### src/hdl/hsplit_pkg.sv
// Shared types, constants and codes of the polygon horizontal split unit.
package hsplit_pkg;

  localparam int COORD_W = 24;
  localparam int DIV_W = COORD_W + 1;
  localparam int DIV_CNT_W = $clog2(DIV_W);
  localparam int IN_DATA_W = 2 * COORD_W;
  localparam int OUT_FIELDS_W = 4 * COORD_W + 4;
  localparam int OUT_DATA_W = ((OUT_FIELDS_W + 7) / 8) * 8;
  localparam int OUT_PAD_W = OUT_DATA_W - OUT_FIELDS_W;
  localparam int APB_DATA_W = 32;
  localparam int APB_ADDR_W = 3;

  localparam logic [1:0] CROSSINGS_NEEDED = 2'd2;
  localparam logic [1:0] MIN_SIDE_POINTS = 2'd3;
  localparam logic [0:0] REG_CUT_LEVEL = 1'b0;

  typedef enum logic [1:0] {
    KIND_VERTEX = 2'd0,
    KIND_CROSSING = 2'd1,
    KIND_STATUS = 2'd2
  } item_kind_e;

  typedef enum logic [1:0] {
    SPLIT_CLEAN = 2'd0,
    SPLIT_BAD_COUNT = 2'd1,
    SPLIT_SHORT_SIDE = 2'd2
  } split_status_e;

  typedef enum logic [2:0] {
    ST_IDLE,
    ST_EDGE,
    ST_DIV,
    ST_CROSS,
    ST_VERT,
    ST_STAT
  } state_e;

  typedef struct packed {
    logic start;
    logic signed [DIV_W-1:0] a;
    logic signed [DIV_W-1:0] b;
    logic signed [DIV_W-1:0] d;
  } md_req_t;

  typedef struct packed {
    logic done;
    logic signed [DIV_W-1:0] q;
  } md_rsp_t;

endpackage

### src/hdl/hsplit_muldiv.sv
// Bit-serial unit that computes trunc(a*b/d) for |b| not above |d|, one bit of a per cycle.
module hsplit_muldiv (
  input  logic              clk_i,
  input  logic              rst_ni,
  input  hsplit_pkg::md_req_t req_i,
  output hsplit_pkg::md_rsp_t rsp_o
);
  import hsplit_pkg::*;

  logic                 busy_q, done_q, neg_q;
  logic [DIV_CNT_W-1:0] cnt_q;
  logic [DIV_W-1:0]     ma_q, mb_q, md_q, r_q, q_q;
  logic signed [DIV_W-1:0] res_q;

  logic [DIV_W:0]   r2, r2s, r3, rn;
  logic             c1, c2;
  logic [DIV_W-1:0] qn;

  always_comb begin
    r2  = {r_q, 1'b0};
    c1  = (r2 >= {1'b0, md_q});
    r2s = c1 ? (r2 - {1'b0, md_q}) : r2;
    r3  = r2s + (ma_q[DIV_W-1] ? {1'b0, mb_q} : '0);
    c2  = (r3 >= {1'b0, md_q});
    rn  = c2 ? (r3 - {1'b0, md_q}) : r3;
    qn  = {q_q[DIV_W-2:0], 1'b0} + DIV_W'(c1) + DIV_W'(c2);
  end

  always_ff @(posedge clk_i or negedge rst_ni) begin
    if (!rst_ni) begin
      busy_q <= 1'b0;
      done_q <= 1'b0;
      cnt_q  <= '0;
    end else begin
      done_q <= 1'b0;
      if (req_i.start) begin
        busy_q <= 1'b1;
        cnt_q  <= '0;
      end else if (busy_q) begin
        if (cnt_q == DIV_CNT_W'(DIV_W - 1)) begin
          busy_q <= 1'b0;
          done_q <= 1'b1;
        end
        cnt_q <= cnt_q + 1'b1;
      end
    end
  end

  always_ff @(posedge clk_i) begin
    if (req_i.start) begin
      ma_q  <= req_i.a[DIV_W-1] ? DIV_W'(-req_i.a) : DIV_W'(req_i.a);
      mb_q  <= req_i.b[DIV_W-1] ? DIV_W'(-req_i.b) : DIV_W'(req_i.b);
      md_q  <= req_i.d[DIV_W-1] ? DIV_W'(-req_i.d) : DIV_W'(req_i.d);
      neg_q <= req_i.a[DIV_W-1] ^ req_i.b[DIV_W-1] ^ req_i.d[DIV_W-1];
      r_q   <= '0;
      q_q   <= '0;
    end else if (busy_q) begin
      ma_q <= {ma_q[DIV_W-2:0], 1'b0};
      r_q  <= rn[DIV_W-1:0];
      q_q  <= qn;
      if (cnt_q == DIV_CNT_W'(DIV_W - 1)) begin
        res_q <= neg_q ? -$signed(qn) : $signed(qn);
      end
    end
  end

  assign rsp_o.done = done_q;
  assign rsp_o.q    = res_q;

endmodule

### src/hdl/polygon_horizontal_split_unit.sv
// Top level of the polygon horizontal split unit: sequencer, loop state, output register, APB.
//
//  channel   | dir | payload
//  s_axis    | in  | tdata: vertex_x, vertex_y; tlast: final_vertex
//  m_axis    | out | tdata: point, flags, status, cut ends; tuser: item_kind; tlast: last_of_run
//  apb       | in  | cut_level at byte address 0
//
// A vertex passes the edge and vertex states, plus a divide and a crossing state for each
// straddling edge, whose crossing the bit-serial multiply-divide unit resolves one bit of the
// numerator per cycle. A final vertex adds the closing edge and the status.
// Reset clears the loop state and sets cut_level to zero.
// A stalled output holds the sequencer at its next result; input is taken only when idle.
module polygon_horizontal_split_unit (
  input  logic                              clk_i,
  input  logic                              rst_ni,
  input  logic                              s_axis_tvalid,
  output logic                              s_axis_tready,
  // vertex_x, vertex_y
  input  logic [hsplit_pkg::IN_DATA_W-1:0]  s_axis_tdata,
  input  logic                              s_axis_tlast,
  output logic                              m_axis_tvalid,
  input  logic                              m_axis_tready,
  // point_x, point_y, to_upper, to_lower, split_status, cut_left_x, cut_right_x, zero pad
  output logic [hsplit_pkg::OUT_DATA_W-1:0] m_axis_tdata,
  // item_kind
  output logic [1:0]                        m_axis_tuser,
  output logic                              m_axis_tlast,
  input  logic                              psel,
  input  logic                              penable,
  input  logic                              pwrite,
  input  logic [hsplit_pkg::APB_ADDR_W-1:0] paddr,
  input  logic [hsplit_pkg::APB_DATA_W-1:0] pwdata,
  output logic [hsplit_pkg::APB_DATA_W-1:0] prdata,
  output logic                              pready
);
  import hsplit_pkg::*;

  typedef struct packed {
    item_kind_e                kind;
    logic signed [COORD_W-1:0] px;
    logic signed [COORD_W-1:0] py;
    logic                      up;
    logic                      lo;
    split_status_e             status;
    logic signed [COORD_W-1:0] cl;
    logic signed [COORD_W-1:0] cr;
    logic                      last;
  } out_item_t;

  state_e state_q, state_d;

  logic signed [COORD_W-1:0] cut_q;
  logic signed [COORD_W-1:0] cur_x_q, cur_y_q, prev_x_q, prev_y_q, first_x_q, first_y_q;
  logic signed [COORD_W-1:0] ca_q, cb_q;
  logic                      fin_q, leg_q, had_first_q, have_first_q;
  logic [1:0]                cc_q, uc_q, lc_q;
  logic                      m_valid_q;
  out_item_t                 out_q, out_d;

  logic                      accept, out_free, emit, straddle;
  logic signed [COORD_W-1:0] ax, ay, bx, by, cx;
  logic                      vup, vlo;
  logic signed [DIV_W:0]     cx_sum;
  logic                      md_start;
  logic signed [DIV_W-1:0]   md_a, md_b, md_d;
  md_req_t                   req;
  md_rsp_t                   rsp;
  split_status_e             stat;

  function automatic logic [1:0] sat_inc(input logic [1:0] c, input logic en);
    sat_inc = (en && c != 2'd3) ? c + 2'd1 : c;
  endfunction

  hsplit_muldiv u_muldiv (
    .clk_i (clk_i),
    .rst_ni(rst_ni),
    .req_i (req),
    .rsp_o (rsp)
  );

  assign pready   = 1'b1;
  assign prdata   = {{(APB_DATA_W - COORD_W){cut_q[COORD_W-1]}}, cut_q};
  assign accept   = s_axis_tvalid && s_axis_tready;
  assign out_free = !m_valid_q || m_axis_tready;
  assign req      = {md_start, md_a, md_b, md_d};

  always_comb begin
    ax = leg_q ? cur_x_q : prev_x_q;
    ay = leg_q ? cur_y_q : prev_y_q;
    bx = leg_q ? first_x_q : cur_x_q;
    by = leg_q ? first_y_q : cur_y_q;
    straddle = (ay <= cut_q) != (by <= cut_q);
    md_a = {bx[COORD_W-1], bx} - {ax[COORD_W-1], ax};
    md_b = {cut_q[COORD_W-1], cut_q} - {ay[COORD_W-1], ay};
    md_d = {by[COORD_W-1], by} - {ay[COORD_W-1], ay};
    cx_sum = {{2{ax[COORD_W-1]}}, ax} + {rsp.q[DIV_W-1], rsp.q};
    cx = cx_sum[COORD_W-1:0];
    vup = (cur_y_q <= cut_q);
    vlo = (cur_y_q >= cut_q);
    if (cc_q != CROSSINGS_NEEDED) begin
      stat = SPLIT_BAD_COUNT;
    end else if (uc_q < MIN_SIDE_POINTS || lc_q < MIN_SIDE_POINTS) begin
      stat = SPLIT_SHORT_SIDE;
    end else begin
      stat = SPLIT_CLEAN;
    end
  end

  always_comb begin
    state_d = state_q;
    s_axis_tready = 1'b0;
    emit = 1'b0;
    md_start = 1'b0;
    out_d = '0;
    out_d.kind = KIND_VERTEX;
    out_d.status = SPLIT_CLEAN;
    case (state_q)
      ST_IDLE: begin
        s_axis_tready = 1'b1;
        if (s_axis_tvalid) begin
          state_d = ST_EDGE;
        end
      end
      ST_EDGE: begin
        if (straddle && (leg_q || had_first_q)) begin
          md_start = 1'b1;
          state_d = ST_DIV;
        end else begin
          state_d = leg_q ? ST_STAT : ST_VERT;
        end
      end
      ST_DIV: begin
        if (rsp.done) begin
          state_d = ST_CROSS;
        end
      end
      ST_CROSS: begin
        out_d.kind = KIND_CROSSING;
        out_d.px = cx;
        out_d.py = cut_q;
        out_d.up = 1'b1;
        out_d.lo = 1'b1;
        if (out_free) begin
          emit = 1'b1;
          state_d = leg_q ? ST_STAT : ST_VERT;
        end
      end
      ST_VERT: begin
        out_d.kind = KIND_VERTEX;
        out_d.px = cur_x_q;
        out_d.py = cur_y_q;
        out_d.up = vup;
        out_d.lo = vlo;
        out_d.last = !fin_q;
        if (out_free) begin
          emit = 1'b1;
          state_d = fin_q ? ST_EDGE : ST_IDLE;
        end
      end
      ST_STAT: begin
        out_d.kind = KIND_STATUS;
        out_d.status = stat;
        out_d.last = 1'b1;
        if (stat == SPLIT_CLEAN) begin
          out_d.cl = (ca_q <= cb_q) ? ca_q : cb_q;
          out_d.cr = (ca_q <= cb_q) ? cb_q : ca_q;
        end
        if (out_free) begin
          emit = 1'b1;
          state_d = ST_IDLE;
        end
      end
      default: begin
        state_d = ST_IDLE;
      end
    endcase
  end

  always_ff @(posedge clk_i or negedge rst_ni) begin
    if (!rst_ni) begin
      state_q <= ST_IDLE;
    end else begin
      state_q <= state_d;
    end
  end

  always_ff @(posedge clk_i or negedge rst_ni) begin
    if (!rst_ni) begin
      cut_q        <= '0;
      have_first_q <= 1'b0;
      had_first_q  <= 1'b0;
      leg_q        <= 1'b0;
      cc_q         <= '0;
      uc_q         <= '0;
      lc_q         <= '0;
      m_valid_q    <= 1'b0;
    end else begin
      if (psel && penable && pwrite && paddr[2] == REG_CUT_LEVEL) begin
        cut_q <= pwdata[COORD_W-1:0];
      end
      if (emit) begin
        m_valid_q <= 1'b1;
      end else if (m_axis_tready) begin
        m_valid_q <= 1'b0;
      end
      if (accept) begin
        had_first_q  <= have_first_q;
        have_first_q <= 1'b1;
        leg_q        <= 1'b0;
      end
      if (emit) begin
        case (state_q)
          ST_CROSS: begin
            cc_q <= sat_inc(cc_q, 1'b1);
            uc_q <= sat_inc(uc_q, 1'b1);
            lc_q <= sat_inc(lc_q, 1'b1);
          end
          ST_VERT: begin
            uc_q  <= sat_inc(uc_q, vup);
            lc_q  <= sat_inc(lc_q, vlo);
            leg_q <= 1'b1;
          end
          ST_STAT: begin
            have_first_q <= 1'b0;
            cc_q <= '0;
            uc_q <= '0;
            lc_q <= '0;
          end
          default: begin
          end
        endcase
      end
    end
  end

  always_ff @(posedge clk_i) begin
    if (accept) begin
      cur_x_q <= s_axis_tdata[COORD_W-1:0];
      cur_y_q <= s_axis_tdata[2*COORD_W-1:COORD_W];
      fin_q   <= s_axis_tlast;
      if (!have_first_q) begin
        first_x_q <= s_axis_tdata[COORD_W-1:0];
        first_y_q <= s_axis_tdata[2*COORD_W-1:COORD_W];
      end
    end
    if (emit) begin
      out_q <= out_d;
      if (state_q == ST_CROSS) begin
        if (cc_q == 2'd0) begin
          ca_q <= cx;
        end else if (cc_q == 2'd1) begin
          cb_q <= cx;
        end
      end
      if (state_q == ST_VERT) begin
        prev_x_q <= cur_x_q;
        prev_y_q <= cur_y_q;
      end
    end
  end

  assign m_axis_tvalid = m_valid_q;
  assign m_axis_tdata  = {{OUT_PAD_W{1'b0}}, out_q.cr, out_q.cl, out_q.status,
                          out_q.lo, out_q.up, out_q.py, out_q.px};
  assign m_axis_tuser  = out_q.kind;
  assign m_axis_tlast  = out_q.last;

endmodule
### config.mk
export PLATFORM = sky130hd
export DESIGN_NAME = polygon_horizontal_split_unit
export DESIGN_NICKNAME = d
export VERILOG_FILES = /design/src/hdl/hsplit_pkg.sv /design/src/hdl/hsplit_muldiv.sv /design/src/hdl/polygon_horizontal_split_unit.sv
export SDC_FILE = /design/constraint.sdc
export NUM_CORES = 1
export LEC_CHECK = 0
export BUFFER_PORTS_ARGS = -buffer_cell sky130_fd_sc_hd__buf_2
export CORE_UTILIZATION = 35
export DETAILED_ROUTE_END_ITERATION = 10
export SETUP_SLACK_MARGIN = 0.4
export SLEW_MARGIN = 20
export SYNTH_ARGS = -nofsm -noshare
export SYNTH_HDL_FRONTEND = slang
export SYNTH_HIERARCHICAL = 1
export SYNTH_SLANG_ARGS = --single-unit
### constraint.sdc
create_clock -name clk_i -period 10.4 [get_ports clk_i]
set_clock_uncertainty 0.1 [all_clocks]
set_input_delay 0.52 -clock clk_i [delete_from_list [all_inputs] [get_ports clk_i]]
set_output_delay 0.52 -clock clk_i [all_outputs]
set_load 0.02 [all_outputs]
## After elaboration in Yosys (flattened, before gate mapping)

Cells that the tools add are included.

| word-level totals | value |
|---|---|
| register bits after elaboration | 488 |
| word-level logic and storage cells | 181 |
| output and inout port bits | 142 |

| operators by class | value |
|---|---|
| magnitude comparators | 9 |
| add/sub/neg operators | 17 |
| reductions and logical operators | 30 |
| eq/ne operators | 22 |
| bitwise logic cells | 6 |
| muxes and demuxes | 58 |

Operators with widths:

| cell | count |
|---|---|
| $mux 24 | 9 |
| $mux 25 | 5 |
| $pmux 50 s2 | 1 |
| $le 24x24->1 | 4 |
| $neg 25->25 | 3 |
| $sub 24x24->25 | 3 |
| $ge 26x25->1 | 2 |
| $add 24x1->24 | 2 |
| $add 26x25->26 | 1 |
| $mux 26 | 1 |
| $ne 2x2->1 const B | 13 |
| $sub 26x25->26 | 1 |
| $sub 25x25->25 | 1 |
| $add 24x24->24 | 1 |
| $ge 24x24->1 | 1 |
| $neg 24->24 | 1 |
| $mux 1 | 21 |
| $mux 3 | 6 |
| $pmux 3 s6 | 1 |
| $mux 2 | 7 |
| $pmux 2 s3 | 2 |
| $reduce_and 4->1 | 3 |
| $mux 5 | 2 |
| $reduce_and 3->1 | 3 |
| 24 further kinds | 48 |

## Logic depth before layout (Yosys ltp)

Gate-level depths: netlist of the first run.

| depth | value |
|---|---|
| depth in word-level cells | 8 |
| gate-level depth with buffers | 46 |

## Modules after synthesis

Netlist of the first run, hierarchy kept.

By module, submodules not included:

| module | area each (µm²) | cells each | times used | seq. area each (µm²) |
|---|---|---|---|---|
| polygon_horizontal_split_unit | 19230.9 | 1625 | 1 | 9814.4 |
| hsplit_muldiv | 12159.2 | 1345 | 1 | 4189.0 |

## Worst setup path before layout of the first run

OpenSTA, ideal clock, no wires.

| timing | value |
|---|---|
| path kind | register to register |
| from | register u_muldiv.md_q[0] |
| to | register, netlist name u_muldiv/res_q[24] |
| setup time | 0.264 ns |
| stages on the path, launching flop included | 42 |
| required time | 10.036 ns |
| setup slack | 1.318 ns |
| arrival time | 8.718 ns |
| path through | edfxtp_1 inv_1 fa_1 a211oi_1 o21ai_2 o311ai_1 a211oi_2 o21ai_1 clkbuf_1 clkbuf_1 nor2_1 ha_1 inv_1 fa_1 nor2b_1 o31a_1 nor4_1 o211ai_1 [... 6 more ...] or4_1 nor3_1 a221oi_1 o221ai_2 nor2_8 buf_12 inv_1 ha_1 ha_1 clkbuf_1 nand4_1 nor3_1 nor2b_1 nand2_1 xor2_1 nand4_1 o31ai_1 xnor2_1 |

RTL lines:

| item | line | RTL |
|---|---|---|
| start: declaration | hsplit_muldiv.sv:12 | `logic [DIV_W-1:0] ma_q, mb_q, md_q, r_q, q_q;` |
| start signal: assignment | hsplit_muldiv.sv:53 | `md_q <= req_i.d[DIV_W-1] ? DIV_W'(-req_i.d) : DIV_W'(req_i.d);` |

## Worst setup path after layout of the first run

| timing | value |
|---|---|
| from | register u_muldiv.md_q[0] |
| to | register u_muldiv.res_q[18], data pin |

| between the ends | value |
|---|---|
| word-level cells in the longest chain between the ends | 7 |
| elaborated cells on any way between the ends | 9 |
| those cells by class | 5 x add/sub; 2 x order compare; 2 x mux |

RTL lines:

| item | line | RTL |
|---|---|---|
| $sub 26x25->26 or $ge 26x25->1 (tied branches) | hsplit_muldiv.sv:22, hsplit_muldiv.sv:21 |  |
| $mux 26 | hsplit_muldiv.sv:22 | `r2s = c1 ? (r2 - {1'b0, md_q}) : r2;` |
| $add 26x25->26 | hsplit_muldiv.sv:23 | `r3 = r2s + (ma_q[DIV_W-1] ? {1'b0, mb_q} : '0);` |
| $ge 26x25->1 | hsplit_muldiv.sv:24 | `c2 = (r3 >= {1'b0, md_q});` |
| $add 24x1->24 (*) | hsplit_muldiv.sv:26 | `qn = {q_q[DIV_W-2:0], 1'b0} + DIV_W'(c1) + DIV_W'(c2);` |
| $neg 24->24 | hsplit_muldiv.sv:62 | `res_q <= neg_q ? -$signed(qn) : $signed(qn);` |
| $mux 24 (*) | hsplit_muldiv.sv:62 |  |
| end signal: assignment | hsplit_muldiv.sv:62 |  |
| end: declaration | hsplit_muldiv.sv:13 | `logic signed [DIV_W-1:0] res_q;` |

Mark *: on every way between the ends. The rest lies on a longest branch, timed or not.
A chain may end at the register's enable or synchronous reset.

==> flow_summary.html, run 1 <==
<table>
<tr><th>Metric</th><th>Value</th></tr>
<tr><th colspan="2">Yosys</th></tr>
<tr><td>Synth Cell Area</td><td>roughly 31000 um2</td></tr>
<tr><td>Number of instances in the synthesized netlist</td><td>around 3000</td></tr>
<tr><td>Average instance area after synthesis</td><td>about 11 um2</td></tr>
<tr><td>Count of synthesis-stage warnings from yosys</td><td>6</td></tr>
<tr><th colspan="2">Detailed routing</th></tr>
<tr><td>Wirelength per Cell</td><td>17.8 um</td></tr>
<tr><td>Vias</td><td>approximately 23000</td></tr>
<tr><td>ANT nets after route</td><td>0</td></tr>
<tr><td>Number of optimization iterations in the first detailed-route pass</td><td>8</td></tr>
<tr><td>WL final</td><td>approximately 79000 um</td></tr>
<tr><td>DRC violation count after routing</td><td>24</td></tr>
<tr><td>Violation count after the first detailed-routing iteration</td><td>approximately 1200</td></tr>
<tr><td>Via-per-instance ratio</td><td>just over 5</td></tr>
<tr><th colspan="2">Timing</th></tr>
<tr><td>Crit share post-route</td><td>between 80 and 90%</td></tr>
<tr><td>Hold Violations, Final</td><td>0</td></tr>
<tr><td>Setup WS post-layout</td><td>roughly 1.1 ns</td></tr>
<tr><td>Final period demand of the worst path</td><td>around 9.3 ns</td></tr>
<tr><td>Worst Max-Slew Pin Slew</td><td>about 1.0 ns</td></tr>
<tr><td>Final setup TNS</td><td>0 ns</td></tr>
<tr><td>Final setup violation count</td><td>0</td></tr>
<tr><td>Unrepaired setup endpoints after global routing</td><td>false</td></tr>
<tr><td>Relative max-transition margin</td><td>between 30% and 40%</td></tr>
<tr><td>Max Fclk</td><td>~110 MHz</td></tr>
<tr><td>Max-slew violation count</td><td>0</td></tr>
<tr><th colspan="2">Die</th></tr>
<tr><td>Die area</td><td>about 91000 um2</td></tr>
<tr><td>Site Rows</td><td>109</td></tr>
<tr><td>Boundary pin count</td><td>roughly 230</td></tr>
<tr><td>Starting density of the core</td><td>around 35%</td></tr>
<tr><td>Die Width</td><td>301 um</td></tr>
<tr><td>Die boundary height</td><td>roughly 300 um</td></tr>
<tr><td>Core outline area</td><td>88500 um2</td></tr>
<tr><th colspan="2">Final layout</th></tr>
<tr><td>Post-layout utilization of the core</td><td>40.9%</td></tr>
<tr><td>Leading cell type in the layout, fill and taps excluded</td><td>sky130_fd_sc_hd__edfxtp_1</td></tr>
<tr><td>Layout overhead on the synthesized area</td><td>15.6%</td></tr>
<tr><td>Final Instance Area</td><td>~36000 um2</td></tr>
<tr><td>Net count, final</td><td>about 3600</td></tr>
<tr><td>Most frequent cells in the layout</td><td>396 x sky130_fd_sc_hd__edfxtp_1, 256 x sky130_fd_sc_hd__ha_1, 225 x sky130_fd_sc_hd__nor2_1</td></tr>
<tr><td>Fraction of final layout cells with drive strength greater than 1</td><td>14.7%</td></tr>
<tr><th colspan="2">GRT</th></tr>
<tr><td>Number of antenna violations at the first check in global routing</td><td>1</td></tr>
<tr><td>Maximum number of pins on one net before global-route repair</td><td>100</td></tr>
<tr><td>Wire length of the first global-routing pass</td><td>approximately 120000 um</td></tr>
<tr><td>Total Routing Usage GR</td><td>roughly 17%</td></tr>
<tr><td>Total congestion overflow after global routing</td><td>0</td></tr>
<tr><td>Vias in the first global route</td><td>21900</td></tr>
<tr><th colspan="2">Setup path</th></tr>
<tr><td>Longest individual stage delay on the worst path</td><td>0.49 ns</td></tr>
<tr><td>Category of the critical setup timing path</td><td>reg -&gt; reg</td></tr>
<tr><td>Number of buffers and inverters on the critical path</td><td>5</td></tr>
<tr><td>Startpoint kind of the worst setup timing path</td><td>register</td></tr>
<tr><td>CP max FO</td><td>6</td></tr>
<tr><td>CP Data Required Time</td><td>10.65 ns</td></tr>
<tr><td>Worst reg2reg startpoint</td><td>u_muldiv/md_q[0]$_DFFE_PP_</td></tr>
<tr><td>Crit path DAT</td><td>9.55 ns</td></tr>
<tr><td>Max stage delay cell, worst path</td><td>sky130_fd_sc_hd__fa_1</td></tr>
<tr><td>Crit. End Element</td><td>register</td></tr>
<tr><td>Launch point of the critical path</td><td>u_muldiv/md_q[0]$_DFFE_PP_</td></tr>
<tr><td>Top cell family by delay on the critical path</td><td>compound AO/OA/AOI/OAI gates</td></tr>
<tr><th colspan="2">Clocking</th></tr>
<tr><td>Worst skew pair latency</td><td>0.62 ns</td></tr>
<tr><td>Cts bufs inserted</td><td>54</td></tr>
<tr><td>TritonCTS clock tree</td><td>built</td></tr>
<tr><td>Largest buffer count on any clock path</td><td>3</td></tr>
<tr><td>Clock slew seen by the registers of the worst setup and hold paths</td><td>about 0.060 ns</td></tr>
<tr><td>Number of sinks on the clock net</td><td>a little under 500</td></tr>
<tr><td>Root Buffer</td><td>sky130_fd_sc_hd__clkbuf_16</td></tr>
<tr><td>Number of levels in the clock H-tree</td><td>2</td></tr>
<tr><th colspan="2">Placed design</th></tr>
<tr><td>Number of I/O port buffers</td><td>between 200 and 250</td></tr>
<tr><td>Detailed Place HPWL</td><td>slightly above 60000 um</td></tr>
<tr><td>Post-place instance area</td><td>between 30000 and 40000 um2</td></tr>
<tr><td>Final Wtd Congestion</td><td>between 0.8 and 0.9</td></tr>
<tr><td>Placement-stage worst setup slack</td><td>approximately 0.57 ns</td></tr>
<tr><th colspan="2">Flow run</th></tr>
<tr><td>Count of maximum capacitance violations</td><td>0</td></tr>
<tr><th colspan="2">Hold path</th></tr>
<tr><td>Startpoint of the lowest-slack hold path</td><td>s_axis_tdata[8]</td></tr>
<tr><td>Path category of the worst min-delay check</td><td>in -&gt; reg</td></tr>
<tr><th colspan="2">Run status</th></tr>
<tr><td>Result of the run</td><td>finished, violations left</td></tr>
<tr><td>Violated checks</td><td>design-rule violations</td></tr>
</table>
[metrics by stage]
step / std cells / hold WS, ns
2_1_floorplan: 2963 / 0.124
3_3_place_gp: 4268 / 0.380
3_5_place_dp: 4268 / 0.384
4_1_cts: 4431 / 0.0000814
5_1_grt: 4438 / 0.00423
6_report: 4439 / 0.0287
[flip-flops by register name (all words and copies together) (netlist names), 3 cells and up]
signal,count
first_y_q,24
first_x_q,24
u_muldiv/r_q,25
prev_x_q,24
u_muldiv/cnt_q,5
u_muldiv/ma_q,25
u_muldiv/mb_q,25
m_axis_tdata,100
u_muldiv/md_q,25
cut_q,24
cur_x_q,24
cur_y_q,24
u_muldiv/q_q,23
cb_q,24
state_q,3
prev_y_q,24
ca_q,24
u_muldiv/res_q,24
[layout make-up]
cell class	count	area (um2)
clock buffer	60	1420
inverter	175	659
clock inverter	41	407
multi-input combinational	2198	16300
tap	1165	1460
antenna	1	2.50
sequential	488	14000
fill	8573	52400
timing repair buffer	311	1950
[worst paths after layout]
path,endpoint,slack (ns),depth (start not counted)
min reg2reg,u_muldiv/q_q[22]$_SDFFE_PP0P_,0.40,2
min in group asynchronous,cut_q[6]$_DFFE_PN0P_,0.45,3
min,first_x_q[8]$_DFFE_PP_,0.03,1
max in group asynchronous,leg_q$_DFF_PN0_,9.26,3
max reg2reg,u_muldiv/res_q[18]$_DFFE_PP_,1.10,41
max,u_muldiv/res_q[18]$_DFFE_PP_,1.10,41
[repair_timing]
action / in CTS / in global routing
hold endpoints to repair: 148 / 2
buffers inserted: 0 / 6
hold buffers: 62 / 1
setup endpoints to repair: 0 / 16
gates resized for setup: 0 / 11
[per-layer routing]
metal  track usage [%]  part of all wire, %  vias up
li1                  -                    -    11500
met1              22.6                   46    10800
met2              28.7                   48      472
met3              2.13                  3.9      115
met4              4.51                  2.4        2
met5                 0                0.016        -
Power of run 1 is not shown: default switching activity piles up to over one toggle a cycle in this logic, so the estimate is an artifact.
==> run 2, diff against run 1 <==
--- a/config.mk
+++ b/config.mk
@@ -6,8 +6,9 @@
 export NUM_CORES = 1
 export LEC_CHECK = 0
 export BUFFER_PORTS_ARGS = -buffer_cell sky130_fd_sc_hd__buf_2
-export CORE_UTILIZATION = 35
+export CORE_UTILIZATION = 55
 export DETAILED_ROUTE_END_ITERATION = 10
+export PLACE_DENSITY = 0.74
 export SETUP_SLACK_MARGIN = 0.4
 export SLEW_MARGIN = 20
 export SYNTH_ARGS = -nofsm -noshare
==> run 2 against run 1 <==
Against the previous run: the run now ends clean; count of clock-buffer cells in the layout increased by 6; register-to-register slack got worse by 0.10 ns; die area decreased by 36%; fmax decreased by 1.1%; cell count decreased by 10%; critical path depth decreased by 3; setup slack got worse by 0.10 ns; critical endpoint is now u_muldiv/res_q[19]$_DFFE_PP_; first-iteration DRC count increased by 32%; sequential share of layout area increased by 1.0 points; hold slack got worse by 0.0052 ns; flip-flop and latch count unchanged; wire length increased by 2.8%.
==> flow_summary.html, run 2 (same netlist as run 1, synthesis figures left out) <==
<table>
<tr><th>Metric</th><th>Value</th></tr>
<tr><th colspan="2">Run status</th></tr>
<tr><td>Result of the run</td><td>completed</td></tr>
<tr><th colspan="2">Detailed routing</th></tr>
<tr><td>Violation count after the first detailed-routing iteration</td><td>around 1600</td></tr>
<tr><td>DRC violation count after routing</td><td>0</td></tr>
<tr><td>Number of optimization iterations in the first detailed-route pass</td><td>5</td></tr>
<tr><td>Vias</td><td>approximately 24000</td></tr>
<tr><td>Via-per-instance ratio</td><td>slightly below 6</td></tr>
<tr><td>ANT nets after route</td><td>0</td></tr>
<tr><td>WL final</td><td>81100 um</td></tr>
<tr><td>Wirelength per Cell</td><td>between 20 and 25 um</td></tr>
<tr><th colspan="2">Final layout</th></tr>
<tr><td>Flip-flop count of the largest register, all copies and words added</td><td>100</td></tr>
<tr><td>Final Instance Area</td><td>35200 um2</td></tr>
<tr><td>Net count, final</td><td>approximately 3500</td></tr>
<tr><td>Fraction of final layout cells with drive strength greater than 1</td><td>approximately 15%</td></tr>
<tr><td>Layout overhead on the synthesized area</td><td>12.6%</td></tr>
<tr><td>Post-layout utilization of the core</td><td>62.6%</td></tr>
<tr><td>Leading cell type in the layout, fill and taps excluded</td><td>sky130_fd_sc_hd__edfxtp_1</td></tr>
<tr><td>Most frequent cells in the layout</td><td>396 x sky130_fd_sc_hd__edfxtp_1, 257 x sky130_fd_sc_hd__ha_1, 227 x sky130_fd_sc_hd__nor2_1</td></tr>
<tr><th colspan="2">Setup path</th></tr>
<tr><td>CP Data Required Time</td><td>10.64 ns</td></tr>
<tr><td>Crit path DAT</td><td>approximately 9.7 ns</td></tr>
<tr><td>Critical path's most frequent cell</td><td>sky130_fd_sc_hd__ha_1</td></tr>
<tr><td>CP max FO</td><td>7</td></tr>
<tr><td>Longest individual stage delay on the worst path</td><td>0.49 ns</td></tr>
<tr><td>Category of the critical setup timing path</td><td>reg -&gt; reg</td></tr>
<tr><td>Crit. End Element</td><td>register</td></tr>
<tr><td>Startpoint kind of the worst setup timing path</td><td>register</td></tr>
<tr><td>Max stage delay cell, worst path</td><td>sky130_fd_sc_hd__fa_1</td></tr>
<tr><th colspan="2">GRT</th></tr>
<tr><td>Vias in the first global route</td><td>roughly 23000</td></tr>
<tr><td>Maximum number of pins on one net before global-route repair</td><td>~120</td></tr>
<tr><td>Total Routing Usage GR</td><td>between 20% and 30%</td></tr>
<tr><td>Wire length of the first global-routing pass</td><td>around 120000 um</td></tr>
<tr><td>Total congestion overflow after global routing</td><td>0</td></tr>
<tr><td>Number of antenna violations at the first check in global routing</td><td>2</td></tr>
<tr><th colspan="2">Die</th></tr>
<tr><td>Site Rows</td><td>87</td></tr>
<tr><td>Boundary pin count</td><td>233</td></tr>
<tr><td>Core outline area</td><td>approximately 56000 um2</td></tr>
<tr><td>Die Width</td><td>between 200 and 250 um</td></tr>
<tr><td>Starting density of the core</td><td>55.6%</td></tr>
<tr><td>Die area</td><td>between 50000 and 60000 um2</td></tr>
<tr><td>Die boundary height</td><td>241 um</td></tr>
<tr><th colspan="2">Timing</th></tr>
<tr><td>Hold Violations, Final</td><td>0</td></tr>
<tr><td>Worst Max-Slew Pin Slew</td><td>1.06 ns</td></tr>
<tr><td>Max-slew violation count</td><td>0</td></tr>
<tr><td>Final setup violation count</td><td>0</td></tr>
<tr><td>Max Fclk</td><td>between 100 and 150 MHz</td></tr>
<tr><td>Final setup TNS</td><td>0 ns</td></tr>
<tr><td>Crit share post-route</td><td>between 90% and 100%</td></tr>
<tr><td>Relative max-transition margin</td><td>between 20 and 30%</td></tr>
<tr><td>Final period demand of the worst path</td><td>approximately 9.4 ns</td></tr>
<tr><td>Unrepaired setup endpoints after global routing</td><td>false</td></tr>
<tr><th colspan="2">Clocking</th></tr>
<tr><td>Worst skew pair latency</td><td>0.61 ns</td></tr>
<tr><td>Number of sinks on the clock net</td><td>between 400 and 500</td></tr>
<tr><td>Root Buffer</td><td>sky130_fd_sc_hd__clkbuf_16</td></tr>
<tr><td>TritonCTS clock tree</td><td>built</td></tr>
<tr><td>Clock slew seen by the registers of the worst setup and hold paths</td><td>roughly 0.060 ns</td></tr>
<tr><td>Largest buffer count on any clock path</td><td>3</td></tr>
<tr><td>Number of levels in the clock H-tree</td><td>2</td></tr>
<tr><td>Cts bufs inserted</td><td>52</td></tr>
<tr><th colspan="2">Placed design</th></tr>
<tr><td>Post-place instance area</td><td>33100 um2</td></tr>
<tr><td>Final Wtd Congestion</td><td>roughly 0.94</td></tr>
<tr><td>Detailed Place HPWL</td><td>~60000 um</td></tr>
<tr><td>Number of I/O port buffers</td><td>217</td></tr>
<tr><th colspan="2">Hold path</th></tr>
<tr><td>Path category of the worst min-delay check</td><td>in -&gt; reg</td></tr>
<tr><th colspan="2">Flow run</th></tr>
<tr><td>Count of maximum capacitance violations</td><td>0</td></tr>
</table>
[run 2: changes by cell type in the layout (fill, tap and decap cells not counted), moves of 3 or more]
cell / change
sky130_fd_sc_hd__clkinv_1: -8
sky130_fd_sc_hd__clkbuf_1: +5
sky130_fd_sc_hd__clkinv_2: -3
sky130_fd_sc_hd__dlygate4sd3_1: -45
sky130_fd_sc_hd__clkbuf_8: +3
[run 2: worst paths after layout]
| kind | start | endpoint | cells past startpoint | slack, ns |
|---|---|---|---|---|
| setup / recovery | u_muldiv/md_q[0]$_DFFE_PP_ | u_muldiv/res_q[19]$_DFFE_PP_ | 38 | 0.99 |
| hold / removal | s_axis_tdata[37] | cur_y_q[13]$_DFFE_PP_ | 1 | 0.02 |
| setup reg to reg | u_muldiv/md_q[0]$_DFFE_PP_ | u_muldiv/res_q[19]$_DFFE_PP_ | 38 | 0.99 |
| hold reg to reg | cur_x_q[12]$_DFFE_PP_ | prev_x_q[12]$_DFFE_PP_ | 0 | 0.40 |
| max in group asynchronous | rst_ni | leg_q$_DFF_PN0_ | 2 | 9.32 |
| min in group asynchronous | rst_ni | cut_q[21]$_DFFE_PN0P_ | 2 | 0.39 |
[run 2: per-layer routing]
metal,global-route usage [%],vias up,part of all wire [%]
li1,-,11400,-
met1,33.9,11500,42
met2,50.3,647,52
met3,2.92,134,4.2
met4,8.43,0,2.7
met5,0,-,0
[run 2: cell type report]
cell class	instances	area (um2)
Timing Repair Buffer	268	1530
Clock inverter	29	388
Multi-Input combinational cell	2199	16300
Inverter	175	659
Sequential cell	488	14000
Fill cell	4512	21000
Antenna cell	1	2.50
Clock buffer	66	1430
Tap cell	756	946
[run 2: timing repair]
action / CTS / global route
hold endpoints to repair: 31 / 44
hold buffers: 17 / 1
endpoints found under the setup margin: 0 / 15
setup buffers: 0 / 4
resized for setup: 0 / 16
[run 2: critical path, delay by kind of cell, from the launching register on]
kind	cells	cell delay, ns
compound gates	20	4.55
xor+xnor	2	0.31
mux	1	0.39
fa+ha+maj	5	1.65
buf+inv	2	0.16
simple gates	8	1.59
flops	1	0.38
[run 2: metrics by stage]
step                      instances  hold WS (ns)  setup WS (ns)
final                          3982        0.0235          0.994
after global placement         3863         0.373          0.781
after CTS                      3975      0.000183          0.588
after global routing           3982       0.00518          0.434
after floorplan                2963         0.124           1.34
after detailed placement       3863         0.391          0.618
Power of run 2 is left out for the same reason.
